===== src/samh_pkg.sv =====
// shared types, widths and codes for the stepper axes move and home core
package samh_pkg;

   localparam int NUM_AXES = 4;
   localparam int PIN_W    = 4;
   localparam int STEPS_W  = 16;
   localparam int LEN_W    = 8;
   localparam int SPU_W    = 7;
   localparam int DIV_W    = 8;
   localparam int OP_W     = 8;
   localparam int CSR_IDX_W  = 2;
   localparam int CSR_DATA_W = 8;

   // command opcodes
   localparam logic [OP_W-1:0] OP_ABSOLUTE = 8'd0;
   localparam logic [OP_W-1:0] OP_DECREASE = 8'd1;
   localparam logic [OP_W-1:0] OP_INCREASE = 8'd2;

   // configuration register indexes
   localparam logic [CSR_IDX_W-1:0] CSR_STEPS_PER_UNIT  = 2'd0;
   localparam logic [CSR_IDX_W-1:0] CSR_MAX_LENGTH_CODE = 2'd1;
   localparam logic [CSR_IDX_W-1:0] CSR_TICK_DIVIDER    = 2'd2;

   // configuration reset values
   localparam logic [SPU_W-1:0] SPU_RESET     = 7'd50;
   localparam logic [LEN_W-1:0] MAX_LEN_RESET = 8'd60;
   localparam logic [DIV_W-1:0] DIV_RESET     = 8'd5;

   // command from the axis 0 decoder into a lane
   typedef struct packed {
      logic                      load;
      logic signed [STEPS_W-1:0] steps;
      logic                      home_start;
      logic                      home_end;
   } lane_cmd_type;

   // what a lane reports to the merging stage
   typedef struct packed {
      logic step;
      logic dir;
      logic dis;
      logic homed;
      logic home_idle;
      logic empty_hit;
   } lane_stat_type;

endpackage


===== src/samh_lane.sv =====
// one axis lane: homing machine, step count and pin levels
module samh_lane (
   input  logic                             clock,
   input  logic                             reset,
   input  logic                             advance,
   input  samh_pkg::lane_cmd_type           cmd,
   input  logic                             at_start,
   input  logic                             at_end,
   input  logic [samh_pkg::SPU_W-1:0]       steps_per_unit,
   input  logic                             phase_go,
   input  logic                             pulse_high,
   output samh_pkg::lane_stat_type          stat
);
   import samh_pkg::*;

   localparam logic [2:0] PH_IDLE       = 3'd0;
   localparam logic [2:0] PH_CHECK_START = 3'd1;
   localparam logic [2:0] PH_CHECK_END  = 3'd2;
   localparam logic [2:0] PH_SEEK_START = 3'd3;
   localparam logic [2:0] PH_SEEK_END   = 3'd4;
   localparam logic [2:0] PH_FINISH     = 3'd5;

   logic [2:0]                phase_ff, phase_in;
   logic signed [STEPS_W-1:0] steps_ff, steps_in;
   logic                      homed_ff, homed_in;
   logic                      step_ff, step_in;
   logic                      dir_ff, dir_in;
   logic                      dis_ff, dis_in;
   logic                      empty_hit;

   logic [2:0]                ph0;
   logic signed [STEPS_W-1:0] st0, st1;
   logic signed [STEPS_W-1:0] spu_s;
   logic                      only_start, only_end;

   assign only_start = at_start & ~at_end;
   assign only_end   = at_end & ~at_start;
   assign spu_s      = $signed({{(STEPS_W-SPU_W){1'b0}}, steps_per_unit});

   always_comb begin
      // command first
      ph0 = phase_ff;
      if (cmd.home_start) begin
         ph0 = PH_CHECK_START;
      end else if (cmd.home_end) begin
         ph0 = PH_CHECK_END;
      end
      st0 = cmd.load ? cmd.steps : steps_ff;

      // homing machine
      phase_in = ph0;
      st1      = st0;
      homed_in = homed_ff;
      unique case (ph0)
         PH_CHECK_START: phase_in = only_start ? PH_FINISH : PH_SEEK_START;
         PH_CHECK_END:   phase_in = only_end ? PH_FINISH : PH_SEEK_END;
         PH_SEEK_START: begin
            st1 = -spu_s;
            if (only_start) begin
               st1      = '0;
               phase_in = PH_FINISH;
            end
         end
         PH_SEEK_END: begin
            st1 = spu_s;
            if (only_end) begin
               st1      = '0;
               phase_in = PH_FINISH;
            end
         end
         PH_FINISH: begin
            homed_in = 1'b1;
            phase_in = PH_IDLE;
         end
         default: ;
      endcase

      // step phase
      steps_in  = st1;
      step_in   = step_ff;
      dir_in    = dir_ff;
      dis_in    = dis_ff;
      empty_hit = 1'b0;
      if (phase_go) begin
         if (pulse_high) begin
            if (st1 > 0) begin
               dis_in   = 1'b0;
               dir_in   = 1'b0;
               step_in  = 1'b1;
               steps_in = st1 - 16'sd1;
            end else if (st1 < 0) begin
               dis_in   = 1'b0;
               dir_in   = 1'b1;
               step_in  = 1'b1;
               steps_in = st1 + 16'sd1;
            end else begin
               dis_in    = 1'b1;
               empty_hit = 1'b1;
            end
         end else begin
            step_in = 1'b0;
         end
      end
   end

   always_ff @(posedge clock) begin
      if (reset) begin
         phase_ff <= PH_IDLE;
         steps_ff <= '0;
         homed_ff <= 1'b0;
         step_ff  <= 1'b0;
         dir_ff   <= 1'b0;
         dis_ff   <= 1'b0;
      end else if (advance) begin
         phase_ff <= phase_in;
         steps_ff <= steps_in;
         homed_ff <= homed_in;
         step_ff  <= step_in;
         dir_ff   <= dir_in;
         dis_ff   <= dis_in;
      end
   end

   assign stat.step      = step_ff;
   assign stat.dir       = dir_ff;
   assign stat.dis       = dis_ff;
   assign stat.homed     = homed_ff;
   assign stat.home_idle = (phase_ff == PH_IDLE);
   assign stat.empty_hit = empty_hit;

endmodule


===== src/samh_cmd.sv =====
// axis 0 command decoder with recorded length and done flag
module samh_cmd (
   input  logic                             clock,
   input  logic                             reset,
   input  logic                             advance,
   input  logic                             cmd_valid,
   input  logic [samh_pkg::OP_W-1:0]        cmd_op,
   input  logic [samh_pkg::LEN_W-1:0]       cmd_value,
   input  logic [samh_pkg::LEN_W-1:0]       max_length_code,
   input  logic [samh_pkg::SPU_W-1:0]       steps_per_unit,
   input  logic                             home_idle,
   input  logic                             empty_hit,
   output samh_pkg::lane_cmd_type           cmd,
   output logic [samh_pkg::LEN_W-1:0]       length_now,
   output logic                             move_done
);
   import samh_pkg::*;

   logic [LEN_W-1:0]          length_ff, length_in;
   logic                      done_ff, done_in;
   logic                      gate_ok;
   logic [LEN_W-1:0]          decoded;
   logic [LEN_W-1:0]          target;
   logic                      aim;
   logic signed [LEN_W:0]     diff;
   logic signed [STEPS_W-1:0] product;
   logic                      done_clr;

   assign gate_ok = home_idle & done_ff;
   // low nibble plus ten times the high nibble
   assign decoded = {4'd0, cmd_value[3:0]} + {1'b0, cmd_value[7:4], 3'd0}
                  + {3'd0, cmd_value[7:4], 1'b0};

   always_comb begin
      cmd        = '0;
      aim        = 1'b0;
      target     = decoded;
      length_in  = length_ff;
      done_clr   = 1'b0;
      if (cmd_valid) begin
         priority if (cmd_op == OP_ABSOLUTE) begin
            priority if (cmd_value == '0 && gate_ok) begin
               length_in      = '0;
               cmd.home_start = 1'b1;
               done_clr       = 1'b1;
            end else if (cmd_value == max_length_code && gate_ok) begin
               length_in    = cmd_value;
               cmd.home_end = 1'b1;
               done_clr     = 1'b1;
            end else begin
               aim = 1'b1;
            end
         end else if (cmd_op == OP_DECREASE || cmd_op == OP_INCREASE) begin
            if (cmd_value != '0 && gate_ok) begin
               aim    = 1'b1;
               target = (cmd_op == OP_DECREASE) ? length_ff - decoded : length_ff + decoded;
            end
         end else begin
         end
      end
      diff    = $signed({1'b0, target}) - $signed({1'b0, length_ff});
      product = STEPS_W'(diff) * STEPS_W'($signed({1'b0, steps_per_unit}));
      if (aim) begin
         cmd.load  = 1'b1;
         cmd.steps = product;
         length_in = target;
         done_clr  = 1'b1;
      end
      done_in = empty_hit ? 1'b1 : (done_clr ? 1'b0 : done_ff);
   end

   always_ff @(posedge clock) begin
      if (reset) begin
         length_ff <= '0;
         done_ff   <= 1'b1;
      end else if (advance) begin
         length_ff <= length_in;
         done_ff   <= done_in;
      end
   end

   assign length_now = length_ff;
   assign move_done  = done_ff;

endmodule


===== src/stepper_axes_move_and_home_core.sv =====
// top level: configuration, tick timing, axis lanes and merged pin outputs
// latency: an item's result is shown in the cycle after the item is taken
// throughput: one item per cycle while no result is held back; the whole pass
//   (command, homing, step) is one clocked update of the per-axis lanes
// the pin, flag and length registers are themselves the result register
// reset (synchronous, active high) clears all axes, sets done and the
//   step-high phase next, and loads the default configuration
module stepper_axes_move_and_home_core (
   input  logic                                clock,
   input  logic                                reset,
   input  logic                                req_valid,
   output logic                                req_ready,
   input  logic                                req_command_valid,
   input  logic [samh_pkg::OP_W-1:0]           req_command_op,
   input  logic [samh_pkg::LEN_W-1:0]          req_command_value,
   input  logic [samh_pkg::PIN_W-1:0]          req_start_limits,
   input  logic [samh_pkg::PIN_W-1:0]          req_end_limits,
   input  logic                                req_timer_tick,
   output logic                                rsp_valid,
   input  logic                                rsp_ready,
   output logic [samh_pkg::PIN_W-1:0]          rsp_step_pins,
   output logic [samh_pkg::PIN_W-1:0]          rsp_dir_pins,
   output logic [samh_pkg::PIN_W-1:0]          rsp_disable_pins,
   output logic [samh_pkg::PIN_W-1:0]          rsp_homed_mask,
   output logic                                rsp_move_done,
   output logic [samh_pkg::LEN_W-1:0]          rsp_length_now,
   input  logic                                csr_valid,
   output logic                                csr_ready,
   input  logic [samh_pkg::CSR_IDX_W-1:0]      csr_index,
   input  logic [samh_pkg::CSR_DATA_W-1:0]     csr_data
);
   import samh_pkg::*;

   // configuration registers
   logic [SPU_W-1:0] spu_ff;
   logic [LEN_W-1:0] max_len_ff;
   logic [DIV_W-1:0] div_ff;

   // pass timing
   logic [DIV_W-1:0] tick_ff, tick_in, tick_inc;
   logic             pulse_high_ff, pulse_high_in;
   logic             phase_go;
   logic             rsp_valid_ff, rsp_valid_in;
   logic             advance;

   logic [NUM_AXES-1:0] at_start, at_end;
   lane_stat_type       lane_stat [NUM_AXES];
   lane_cmd_type        axis0_cmd;

   // a result held back stalls the input side; otherwise an item a cycle
   assign req_ready = ~rsp_valid_ff | rsp_ready;
   assign advance   = req_valid & req_ready;
   assign csr_ready = 1'b1;

   always_ff @(posedge clock) begin
      if (reset) begin
         spu_ff     <= SPU_RESET;
         max_len_ff <= MAX_LEN_RESET;
         div_ff     <= DIV_RESET;
      end else if (csr_valid) begin
         unique case (csr_index)
            CSR_STEPS_PER_UNIT:  spu_ff     <= csr_data[SPU_W-1:0];
            CSR_MAX_LENGTH_CODE: max_len_ff <= csr_data[LEN_W-1:0];
            CSR_TICK_DIVIDER:    div_ff     <= csr_data[DIV_W-1:0];
            default: ;
         endcase
      end
   end

   // saturating tick count, phase change once it reaches the divider
   always_comb begin
      tick_inc      = (req_timer_tick && tick_ff != '1) ? tick_ff + DIV_W'(1) : tick_ff;
      phase_go      = (tick_inc >= div_ff);
      tick_in       = phase_go ? '0 : tick_inc;
      pulse_high_in = phase_go ? ~pulse_high_ff : pulse_high_ff;
      rsp_valid_in  = advance | (rsp_valid_ff & ~rsp_ready);
   end

   always_ff @(posedge clock) begin
      if (reset) begin
         tick_ff       <= '0;
         pulse_high_ff <= 1'b1;
         rsp_valid_ff  <= 1'b0;
      end else begin
         rsp_valid_ff <= rsp_valid_in;
         if (advance) begin
            tick_ff       <= tick_in;
            pulse_high_ff <= pulse_high_in;
         end
      end
   end

   // command decode acts on axis 0 only
   samh_cmd u_cmd (
      .clock           (clock),
      .reset           (reset),
      .advance         (advance),
      .cmd_valid       (req_command_valid),
      .cmd_op          (req_command_op),
      .cmd_value       (req_command_value),
      .max_length_code (max_len_ff),
      .steps_per_unit  (spu_ff),
      .home_idle       (lane_stat[0].home_idle),
      .empty_hit       (lane_stat[0].empty_hit),
      .cmd             (axis0_cmd),
      .length_now      (rsp_length_now),
      .move_done       (rsp_move_done)
   );

   // one lane per axis, all advanced together
   for (genvar g = 0; g < NUM_AXES; g++) begin : g_lane
      // sensors of axes beyond the port width read as zero
      if (g < PIN_W) begin : g_lim
         assign at_start[g] = req_start_limits[g];
         assign at_end[g]   = req_end_limits[g];
      end else begin : g_nolim
         assign at_start[g] = 1'b0;
         assign at_end[g]   = 1'b0;
      end

      samh_lane u_lane (
         .clock          (clock),
         .reset          (reset),
         .advance        (advance),
         .cmd            ((g == 0) ? axis0_cmd : lane_cmd_type'('0)),
         .at_start       (at_start[g]),
         .at_end         (at_end[g]),
         .steps_per_unit (spu_ff),
         .phase_go       (phase_go),
         .pulse_high     (pulse_high_ff),
         .stat           (lane_stat[g])
      );
   end

   // merge lane pins into the result fields
   for (genvar g = 0; g < PIN_W; g++) begin : g_merge
      if (g < NUM_AXES) begin : g_on
         assign rsp_step_pins[g]    = lane_stat[g].step;
         assign rsp_dir_pins[g]     = lane_stat[g].dir;
         assign rsp_disable_pins[g] = lane_stat[g].dis;
         assign rsp_homed_mask[g]   = lane_stat[g].homed;
      end else begin : g_off
         assign rsp_step_pins[g]    = 1'b0;
         assign rsp_dir_pins[g]     = 1'b0;
         assign rsp_disable_pins[g] = 1'b0;
         assign rsp_homed_mask[g]   = 1'b0;
      end
   end

   assign rsp_valid = rsp_valid_ff;

   // a stalled result holds off the input side
   a_stall_blocks_input: assert property (@(posedge clock) disable iff (reset)
      (rsp_valid && !rsp_ready) |-> !req_ready)
      else $error("item accepted while result stalled");

   // every accepted item produces a result
   a_accept_gives_result: assert property (@(posedge clock) disable iff (reset)
      (req_valid && req_ready) |=> rsp_valid)
      else $error("accepted item gave no result");

   // axis state only moves when an item is taken
   a_length_holds: assert property (@(posedge clock) disable iff (reset)
      !(req_valid && req_ready) |=> ($stable(rsp_length_now) && $stable(rsp_step_pins)))
      else $error("axis state changed without an item");

   // done can only rise as the result of a pass
   a_done_rise: assert property (@(posedge clock) disable iff (reset)
      $rose(rsp_move_done) |-> $past(req_valid && req_ready))
      else $error("done rose without an item");

endmodule

===== config.mk =====
export PLATFORM = sky130hd
export DESIGN_NAME = stepper_axes_move_and_home_core
export DESIGN_NICKNAME = d
export VERILOG_FILES = /design/src/samh_pkg.sv /design/src/samh_lane.sv /design/src/samh_cmd.sv /design/src/stepper_axes_move_and_home_core.sv
export SDC_FILE = /design/constraint.sdc
export NUM_CORES = 1
export LEC_CHECK = 0
export BUFFER_PORTS_ARGS = -buffer_cell sky130_fd_sc_hd__buf_2
export CORE_UTILIZATION = 58
export CTS_BUF_LIST = sky130_fd_sc_hd__clkbuf_4 sky130_fd_sc_hd__clkbuf_8 sky130_fd_sc_hd__clkbuf_16
export CTS_CLUSTER_DIAMETER = 120
export DETAILED_ROUTE_END_ITERATION = 8
export PLACE_DENSITY = 0.79
export SYNTH_ARGS = -nofsm -noshare
export SYNTH_HDL_FRONTEND = slang
export SYNTH_SLANG_ARGS = --single-unit

===== constraint.sdc =====
create_clock -name clock -period 10.3 [get_ports clock]
set_input_delay 1.545 -clock clock [delete_from_list [all_inputs] [get_ports clock]]
set_output_delay 1.545 -clock clock [all_outputs]
set_load 0.01 [all_outputs]

==> results.sh <==
export IMPL_outcome="finished, final reports clean"
export IMPL_path_max_fanout=4
export IMPL_postCtsHoldBufs=0
export IMPL_cts_tree="built"
export IMPL_synth_cell_types=94
export IMPL_fmax_mhz=102
export IMPL_num_vias=13900
export IMPL_reg2reg_slack_ns=1.93
export IMPL_grt_max_degree=77
export IMPL_fin_util_pct=65.8
export IMPL_antenna_found_initial=0
export IMPL_synth_mux_area_fraction_pct=1.96
export IMPL_required_ns=10.58
export IMPL_min_period_ns=9.85
export IMPL_pin_count=69
export IMPL_ys_seq_area_share_pct=19.9
export IMPL_synth_area_per_cell_um2=7.38
export IMPL_dieWidth_um=154
export IMPL_critical_path_arrival_ns=10.12
export IMPL_reg2reg_depth=37
export IMPL_syn_cell_area_mm2=0.0135
export IMPL_drt_wirelength_per_cell_um=18.6
export IMPL_fp_coreArea_mm2=0.0227
export IMPL_synth_cells=1828
export IMPL_clk_latency_ns=0.43
export IMPL_ys_flop_type="dfxtp_1"
export IMPL_ant_nets=0
export IMPL_cts_root_buffer="clkbuf_16"
export IMPL_async_flop_share_pct=0
export IMPL_synth_top_family_by_area="simple AND/OR/NAND/NOR gates"
export IMPL_cts_buffers=17
export IMPL_drtIter0Drc=1413
export IMPL_slew_headroom_pct=32.3
export IMPL_drt_pass1_iter_count=6
export IMPL_cts_buffer_depth=2
export IMPL_crit_path_end="g_lane[0].u_lane.steps_ff[10]"
export IMPL_critPathSlowestCell="fa_1"
export IMPL_grtUsageTotal_pct=33.9
export IMPL_path_class="input port to flop"
export IMPL_ys_ff_latch=134
export IMPL_max_stage_delay_ns=0.57
export IMPL_port_buffers=67
export IMPL_fin_crit_sh_pct=95.6
export IMPL_tightest_slew_ns=1.02
export IMPL_diodes=0
export IMPL_synth_common_cells="nand2_1 (200), nor2_1 (185), inv_1 (138)"
export IMPL_power_per_cell_area_mw_per_mm2=216
export IMPL_dieArea_mm2=0.0239
export IMPL_drive_gt1_share_pct=13.0
export IMPL_yosysMostFrequentCell="nand2_1"
export IMPL_synth_compound_area_share_pct=21.7
export IMPL_yosys_area_top_type="dfxtp_1"
export IMPL_yosys_area_top_type_share_pct=19.9
export IMPL_viasPerCell=6.40
export IMPL_start_kind="input port"
export IMPL_p_leak_nw=6.31
export IMPL_p_total_w=0.00324
export IMPL_vdd_drop_max_uv=278
export IMPL_postPlaceCellArea_mm2=0.0141
export IMPL_htree_levels=4
export IMPL_finalSetupViolCount=0
export IMPL_clkTransAtPathRegs_ns=0.07
export IMPL_dpl_hpwl_um=29100
export IMPL_end_kind="flop"
export IMPL_r2r_end="g_lane[0].u_lane.steps_ff[12]"
export IMPL_hp_start="g_lane[2].u_lane.steps_ff[8]"
export IMPL_grt_pass1_wl_um=65600
export IMPL_hold_class="flop to flop"
export IMPL_synthAdderAreaFrac_pct=14.5
export IMPL_cts_sinks=134
export IMPL_slew_violations=0
export IMPL_cap_viol_max_count=0
export IMPL_r2r_start="g_lane[0].u_lane.phase_ff[0]"
export IMPL_skew_ns=0.0118
export IMPL_hold_violations=0
export IMPL_finalWirelength_um=40300
export IMPL_startpoint="req_command_op[3]"
export IMPL_fin_nets=2037
export IMPL_fin_area_mm2=0.0150
export IMPL_initial_core_util_pct=59.4
export IMPL_dpl_cell_count=2132
export IMPL_post_route_drc_count=0
export IMPL_synth_edff_count=0
export IMPL_synthXorXnorAreaFrac_pct=5.46
export IMPL_rows=55
export IMPL_grt_overflow=0
export IMPL_syn_nets=1996
export IMPL_die_height_um=154
export IMPL_yosys_area_share_simple_pct=28.8
export IMPL_synth_area_top_cells="dfxtp_1 (20%), ha_1 (7.3%), fa_1 (7.1%), nand2_1 (5.6%), nor2_1 (5.1%)"
export IMPL_area_growth_pct=10.9
export IMPL_ys_warn_count=0
export IMPL_grt_pass1_vias=13100
export IMPL_layout_setup_ws_ns=0.453
export IMPL_place_ws_ns=-0.204
export IMPL_finalNonFillerCells=2167
export IMPL_gp_congestion=1.02
## critical path, delay by kind of cell
| kind | cells | cell delay, ns |
|---|---|---|
| AO/OA/AOI/OAI | 13 | 2.21 |
| XOR/XNOR | 2 | 0.34 |
| adder cells (fa/ha/maj) | 7 | 2.92 |
| buffers and inverters | 8 | 0.77 |
| multiplexers | 1 | 0.07 |
| AND/OR/NAND/NOR | 12 | 2.25 |
## layer usage
| metal | GRT usage [%] | part of all wire [%] |
|---|---|---|
| met3 | 5.80 | 8.1 |
| met4 | 17.6 | 4.7 |
| met1 | 43.1 | 42 |
| met2 | 55.2 | 45 |
| met5 | 0 | 0 |
## metrics by stage
step                      setup TNS (ns)  hold WS (ns)
final                                  0         0.453
after detailed placement           -2.56         0.447
after floorplan                        0         0.431
after global placement                 0         0.439
after CTS                              0         0.456
after global routing             -0.0526         0.474
## state kept, by name, summed over array words and instances, names as in the netlist, 4 cells and up
| signal | cells |
|---|---|
| spu_ff | 7 |
| g_lane.u_lane.dis_ff | 4 |
| g_lane.u_lane.phase_ff | 12 |
| div_ff | 8 |
| g_lane.u_lane.dir_ff | 4 |
| u_cmd.length_now | 8 |
| g_lane.u_lane.homed_ff | 4 |
| max_len_ff | 8 |
| g_lane.u_lane.step_ff | 4 |
| tick_ff | 8 |
| g_lane.u_lane.steps_ff | 64 |
## repair_timing
action	CTS	global route
gates resized for setup	0	39
setup buffers	0	3
setup endpoints to repair	0	20
## power breakdown
group          internal, W  switching [W]  leakage (nW)
clock             0.000381       0.000267         0.292
combinational     0.000883        0.00116          4.93
sequential        0.000530      0.0000159          1.09
total              0.00179        0.00144          6.31
## cell type report
type	instances	area, µm²
timing repair buffer	134	841
inverter	138	518
fill	1948	7760
clock buffer	20	467
clock inverter	12	143
sequential	134	2680
multi-input combinational	1444	9940
tap	285	357
## worst min path at each step
stage / depth (start not counted) / endpoint / slack (ns)
after floorplan: 2 / g_lane[1].u_lane.steps_ff[3] / 0.43
after global placement: 2 / g_lane[1].u_lane.steps_ff[0] / 0.44
after detailed placement: 2 / g_lane[1].u_lane.steps_ff[0] / 0.45
after CTS: 2 / g_lane[1].u_lane.steps_ff[0] / 0.46
after global routing: 2 / g_lane[3].u_lane.steps_ff[3] / 0.47
final: 2 / g_lane[2].u_lane.steps_ff[8] / 0.45
## cells by family after synthesis
logic type	Yosys count
adder cells (fa/ha/maj)	127
flip-flops	134
XOR/XNOR	84
other	1
AO/OA/AOI/OAI	439
multiplexers	26
AND/OR/NAND/NOR	767
buffers and inverters	250
## cell usage in the layout, fill, tap and decap left out, types with 49 or more instances in the layout
master,count
nand2_1,198
nor2_1,184
inv_1,137
dfxtp_1,134
a21oi_1,126
ha_1,76
o21ai_0,75
buf_4,68
buf_2,66
nand3_1,61
xnor2_1,52
nor3_1,49
No activity file was read; power rests on OpenSTA's default activity.
